[src/rtl/assert_macros.svh]
// ----------------------------------------------------------------------------
// Assertion macros
// Shared wrappers for concurrent assertions, on aclk/aresetn or on a given clock and reset.
// ----------------------------------------------------------------------------
`ifndef ASSERT_MACROS_SVH
`define ASSERT_MACROS_SVH

// generic form: explicit clock and active-low reset
`define AHS_ASSERT_CLK(label, clk, rstn, prop, msg) \
    label: assert property (@(posedge clk) disable iff (!rstn) prop) else $error(msg);

// house form: block clock and reset
`define AHS_ASSERT(label, prop, msg) \
    `AHS_ASSERT_CLK(label, aclk, aresetn, prop, msg)

`endif

[src/rtl/ahs_pkg.sv]
// ----------------------------------------------------------------------------
// ahs_pkg
// Constants, types, sine table and sequencer codes of the additive synthesizer.
// ----------------------------------------------------------------------------
package ahs_pkg;

    localparam int MAX_HARMONICS   = 16;
    localparam int SINE_TABLE_BITS = 10;
    localparam int QUARTER_BITS    = SINE_TABLE_BITS - 2;
    localparam int QUARTER_LEN     = 1 << QUARTER_BITS;

    localparam int SLOT_W = (MAX_HARMONICS > 1) ? $clog2(MAX_HARMONICS) : 1;
    localparam int CNT_W  = $clog2(MAX_HARMONICS + 1);
    // |sine * weight| <= 2^30, summed over all slots
    localparam int ACC_W   = 32 + SLOT_W;
    localparam int SCALE_W = ACC_W + 17;

    // request codes
    localparam logic REQ_LOAD   = 1'b0;
    localparam logic REQ_SAMPLE = 1'b1;

    // configuration register indexes
    localparam int CFG_IDX_W = 2;
    localparam logic [CFG_IDX_W-1:0] REG_AMPLITUDE = 2'd0;
    localparam logic [CFG_IDX_W-1:0] REG_HARMONICS = 2'd1;

    localparam logic [15:0] AMPLITUDE_RESET = 16'h8000;

    // one harmonic slot as stored
    typedef struct packed {
        logic [31:0] step;
        logic [31:0] start;
        logic [15:0] weight;
    } slot_t;

    // ---------------- microcode ----------------
    localparam int STEP_W    = 3;
    localparam int NUM_STEPS = 5;

    localparam logic [STEP_W-1:0] STEP_IDLE  = 3'd0;
    localparam logic [STEP_W-1:0] STEP_LOOP  = 3'd1;
    localparam logic [STEP_W-1:0] STEP_SCALE = 3'd2;
    localparam logic [STEP_W-1:0] STEP_WAIT  = 3'd3;
    localparam logic [STEP_W-1:0] STEP_OUT   = 3'd4;

    localparam logic [2:0] COND_NEVER     = 3'd0;
    localparam logic [2:0] COND_ALWAYS    = 3'd1;
    localparam logic [2:0] COND_NO_START  = 3'd2;
    localparam logic [2:0] COND_LOOP_BUSY = 3'd3;
    localparam logic [2:0] COND_OUT_FULL  = 3'd4;

    typedef struct packed {
        logic              in_ready;
        logic              issue_en;
        logic              scale_en;
        logic              out_load;
        logic [2:0]        cond;
        logic [STEP_W-1:0] target;
    } ctrl_t;

    typedef struct packed {
        logic start;
        logic loop_busy;
        logic out_full;
    } status_t;

    // ---------------- sine table ----------------
    localparam logic [63:0] SINE_HALF_PI_Q30 = 64'd1686629713;
    localparam logic [63:0] TAYLOR_DIV [0:6] =
        '{64'd6, 64'd20, 64'd42, 64'd72, 64'd110, 64'd156, 64'd210};

    typedef logic [15:0] sine_tab_t [0:QUARTER_LEN];

    // Q2.30 Taylor series up to the x^15 term, truncated terms, rounded half up to Q1.15
    function automatic sine_tab_t build_sine_tab();
        sine_tab_t          tab;
        logic [63:0]        x;
        logic [63:0]        x2;
        logic [63:0]        term;
        logic signed [63:0] sum;
        logic [63:0]        r;
        for (int k = 0; k <= QUARTER_LEN; k++) begin
            x    = (SINE_HALF_PI_Q30 * 64'(k)) >> QUARTER_BITS;
            x2   = (x * x) >> 30;
            term = x;
            sum  = $signed(x);
            for (int n = 1; n <= 7; n++) begin
                term = ((term * x2) >> 30) / TAYLOR_DIV[n-1];
                if ((n % 2) == 1) begin
                    sum = sum - $signed(term);
                end else begin
                    sum = sum + $signed(term);
                end
            end
            if (sum < 0) begin
                sum = 64'sd0;
            end
            r = ($unsigned(sum) + 64'd16384) >> 15;
            if (r > 64'd32768) begin
                r = 64'd32768;
            end
            tab[k] = r[15:0];
        end
        return tab;
    endfunction

    localparam sine_tab_t SINE_TAB = build_sine_tab();

endpackage

[src/rtl/ahs_seq.sv]
// ----------------------------------------------------------------------------
// ahs_seq
// Microcode sequencer: step counter, control ROM and conditional jumps.
// ----------------------------------------------------------------------------
module ahs_seq (
    input  logic             aclk,
    input  logic             aresetn,
    input  ahs_pkg::status_t status,
    output ahs_pkg::ctrl_t   ctrl
);

    // in_ready, issue_en, scale_en, out_load, cond, target
    localparam ahs_pkg::ctrl_t PROGRAM [0:ahs_pkg::NUM_STEPS-1] = '{
        '{1'b1, 1'b0, 1'b0, 1'b0, ahs_pkg::COND_NO_START,  ahs_pkg::STEP_IDLE},
        '{1'b0, 1'b1, 1'b0, 1'b0, ahs_pkg::COND_LOOP_BUSY, ahs_pkg::STEP_LOOP},
        '{1'b0, 1'b0, 1'b1, 1'b0, ahs_pkg::COND_NEVER,     ahs_pkg::STEP_IDLE},
        '{1'b0, 1'b0, 1'b0, 1'b0, ahs_pkg::COND_OUT_FULL,  ahs_pkg::STEP_WAIT},
        '{1'b0, 1'b0, 1'b0, 1'b1, ahs_pkg::COND_ALWAYS,    ahs_pkg::STEP_IDLE}
    };

    logic [ahs_pkg::STEP_W-1:0] pc_reg;
    logic [ahs_pkg::STEP_W-1:0] pc_next;
    logic                       take;

    always_comb begin
        if (int'(pc_reg) < ahs_pkg::NUM_STEPS) begin
            ctrl = PROGRAM[pc_reg];
        end else begin
            ctrl = PROGRAM[0];
        end
    end

    always_comb begin
        case (ctrl.cond)
            ahs_pkg::COND_NEVER:     take = 1'b0;
            ahs_pkg::COND_ALWAYS:    take = 1'b1;
            ahs_pkg::COND_NO_START:  take = !status.start;
            ahs_pkg::COND_LOOP_BUSY: take = status.loop_busy;
            ahs_pkg::COND_OUT_FULL:  take = status.out_full;
            default:                 take = 1'b1;
        endcase
        pc_next = take ? ctrl.target : pc_reg + 1'b1;
    end

    always_ff @(posedge aclk) begin
        if (!aresetn) begin
            pc_reg <= ahs_pkg::STEP_IDLE;
        end else begin
            pc_reg <= pc_next;
        end
    end

endmodule

[config.mk]
export PLATFORM = sky130hd
export DESIGN_NAME = ahs_seq
export DESIGN_NICKNAME = d
export VERILOG_FILES = /design/src/rtl/assert_macros.svh /design/src/rtl/ahs_pkg.sv /design/src/rtl/ahs_seq.sv
export SDC_FILE = /design/constraint.sdc
export NUM_CORES = 1
export LEC_CHECK = 0
export BUFFER_PORTS_ARGS = -buffer_cell sky130_fd_sc_hd__buf_2
export CAP_MARGIN = 20
export CORE_AREA = 8 8 45 47
export DETAILED_ROUTE_END_ITERATION = 10
export DIE_AREA = 0 0 53 55
export GPL_ROUTABILITY_DRIVEN = 0
export PLACE_DENSITY = 0.49
export SLEW_MARGIN = 20
export SYNTH_ARGS = -nofsm -noshare
export SYNTH_HDL_FRONTEND = slang
export SYNTH_SLANG_ARGS = --single-unit
[constraint.sdc]
create_clock -name aclk -period 3.25 [get_ports aclk]
set_input_delay 0 -clock aclk [delete_from_list [all_inputs] [get_ports aclk]]
set_output_delay 0 -clock aclk [all_outputs]
set_load 0.01 [all_outputs]
==> impl_metrics.py <==
metrics = {
    "worst_setup_path": {
        "crit_required_ns": 3.41,
        "critical_path_class": "reg2reg",
        "path_common_cell": "ha_1",
        "max_stage_delay_ns": 0.40,
        "crit_fanout": 8,
        "cp_slowest_cell": "a221o_1",
        "startpoint_type": "flop",
        "worstPathArrival_ns": 2.03,
        "end_kind": "flop",
        "worstPathCellList": "ha_1 -> ha_1 -> o21bai_1 -> a221o_1 -> a211oi_2 -> mux2i_1",
    },
    "clock_tree": {
        "postCtsSetupBuffers": 0,
        "cts_tree": "yes",
        "ctsHoldBuffers": 0,
        "cts_buffers": 3,
        "clkTransAtPathRegs_ns": 0.04,
        "clk_path_buf_depth": 2,
        "cts-root-buf": "clkbuf_4",
        "clk_latency_ns": 0.23,
        "h-tree-depth": 1,
        "clock-sinks": 3,
        "cts_resized": 0,
    },
    "yosys": {
        "syn_inst": 37,
        "synth_top_family_by_area": "simple AND/OR/NAND/NOR gates",
        "synthSimpleGateAreaFrac_pct": 28.10,
        "syn_area_sq_um": 302.8,
        "synthesis.nets": 47,
        "synth_compound_area_share_pct": 18.18,
        "syn_area_per_cell_sq_um": 8.184,
        "synth_warnings": 0,
        "yosys-mux-area-fraction_pct": 3.306,
        "ys_seq_elements": 3,
        "synth_cell_type_count": 22,
        "seq_area_frac_synth_pct": 19.83,
        "synth_fa_ha_area_share_pct": 20.66,
        "synth-xor-area-share_pct": 0,
    },
    "final_layout": {
        "drive_gt1_share_pct": 36.54,
        "multi_input_area_sq_um": 216.5,
        "layout.nets": 63,
        "area_growth_pct": 31.82,
        "seq_area_sq_um": 60.06,
        "final_area_sq_um": 399.1,
        "largest_reg_flops": 3,
        "antennaDiodeCount": 0,
        "fill_cells": 154,
    },
    "power_and_ir_drop": {
        "power_density_nw_per_um2": 781.3,
        "power_uw": 311.9,
        "p_leak_nw": 0.2076,
        "peakVddDrop_uv": 324.6,
    },
    "sta": {
        "timing.setup.tns_ns": 0,
        "min_period_ns": 1.866,
        "rsz0062_at_grt": "no",
        "hold-worst-slack_ns": 0.05633,
        "finalClockSkew_ns": 0.0009758,
        "setup_violations": 0,
        "finalHoldViolCount": 0,
        "slew_violations": 0,
        "period_share_pct": 57.42,
        "fmax_mhz": 535.8,
    },
    "routing": {
        "vias": 285,
        "drc": 0,
        "drt-initial-drc-count": 3,
        "vias_per_cell": 4.191,
        "first_pass_iters": 3,
        "routed_wl_microns": 718,
        "routedWlPerCell_microns": 10.56,
        "antenna_left": 0,
    },
    "die": {
        "io_pins": 15,
        "dieArea_sq_um": 2915,
        "placementRows": 14,
        "die_h_microns": 55,
        "core_area_sq_um": 1384,
        "chipWidth_microns": 53,
        "start_util_pct": 21.88,
    },
    "hold_path": {
        "hp-class": "in2reg",
    },
    "flow_run": {
        "maxCapViolCount": 0,
    },
    "global_routing": {
        "grt_pass1_vias": 273,
        "grt_pass1_wl_microns": 1062,
        "antenna_found_initial": 0,
        "grt_max_degree": 9,
        "overflow": 0,
        "grt_usage_pct": 4.910,
    },
    "placed_design": {
        "placed_cell_area_sq_um": 372.9,
        "dp.final_hpwl_microns": 569.9,
        "numPortBuffers": 13,
    },
    "outcome": {
        "status": "finished clean",
    },
}
-- cells in the final DEF, fill, tap and decap left out --
cell type,Yosys,layout
conb_1,1,1
o211ai_1,1,1
or2_0,1,1
dfxtp_1,3,3
a211oi_2,1,1
nor2b_1,1,1
nor2_1,5,5
nand2_1,3,3
buf_2,0,13
o31ai_1,1,1
o21ai_1,1,1
o21bai_1,1,1
clkbuf_1,0,1
nor2b_2,1,1
a221o_1,1,1
and2_1,1,1
mux2i_1,1,1
or2_1,1,1
nor3b_2,1,1
ha_1,5,5
clkbuf_4,0,3
inv_1,3,3
a21oi_1,1,1
and3b_1,1,1
-- power breakdown --
group / total [mW] / switching [mW] / internal (mW)
Combinational: 0.176 / 0.0930 / 0.0830
Clock: 0.0660 / 0.0199 / 0.0461
Sequential: 0.0700 / 0.0214 / 0.0486
Total: 0.312 / 0.134 / 0.178
-- cell type report --
cell class | instances | share of cell area (%)
Inverter | 3 | 2.821
Multi-Input combinational cell | 29 | 54.23
Sequential cell | 3 | 15.05
Tap cell | 16 | 5.016
Timing Repair Buffer | 13 | 16.30
Clock buffer | 4 | 6.583
-- logic make-up (layout without fill, tap and decap cells) --
logic type / count (synthesis) / count (layout)
fa+ha+maj: 5 / 5
compound gates: 7 / 7
buf+inv: 5 / 20
simple gates: 15 / 15
flops: 3 / 3
mux: 1 / 1
other cells: 1 / 1
-- per-stage QoR --
stage	setup slack [ns]	std cells	utilization, %
2_1_floorplan	1.528	37	-
3_3_place_gp	1.406	64	26.94
3_5_place_dp	1.378	64	26.94
4_1_cts	1.366	68	28.84
5_1_grt	1.268	68	28.84
6_report	1.384	68	28.84
-- synthesized netlist by cell type --
cell type	instances	area, sq um
conb_1	1	3.750
nor3b_2	1	12.51
nor2b_2	1	8.760
or2_0	1	6.260
ha_1	5	62.56
and3b_1	1	8.760
buf_4	2	15.01
o31ai_1	1	7.510
nor2b_1	1	6.260
o211ai_1	1	7.510
or2_1	1	6.260
and2_1	1	6.260
a211oi_2	1	12.51
dfxtp_1	3	60.06
mux2i_1	1	10.01
o21bai_1	1	7.510
inv_1	3	11.26
nand2_1	3	11.26
a221o_1	1	10.01
a21oi_1	1	5.000
o21ai_1	1	5.000
nor2_1	5	18.77
-- worst max-delay path: cells and delay by family, from the launching register on --
family / cells / cell delay [ns]
fa+ha+maj: 2 / 0.40
flops: 1 / 0.38
mux: 1 / 0.20
compound gates: 3 / 0.81
-- metal layers --
metal	track usage [%]	up-vias	part of all wire [%]
met4	3.879	0	0
met2	6.641	11	44
met1	5.900	124	47
li1	-	150	-
met3	2.139	0	9.1
met5	0	-	0
-- path summary, 6_finish.rpt --
path	slack [ns]	cells after the start	from	endpoint
setup / recovery	1.38	6	pc_reg[1]$_SDFF_PN0_	pc_reg[0]$_SDFF_PN0_
hold / removal	0.06	3	aresetn	pc_reg[0]$_SDFF_PN0_
setup reg to reg	1.38	6	pc_reg[1]$_SDFF_PN0_	pc_reg[0]$_SDFF_PN0_
hold reg to reg	0.71	3	pc_reg[0]$_SDFF_PN0_	pc_reg[0]$_SDFF_PN0_
Power figures use the tool's default switching activity.
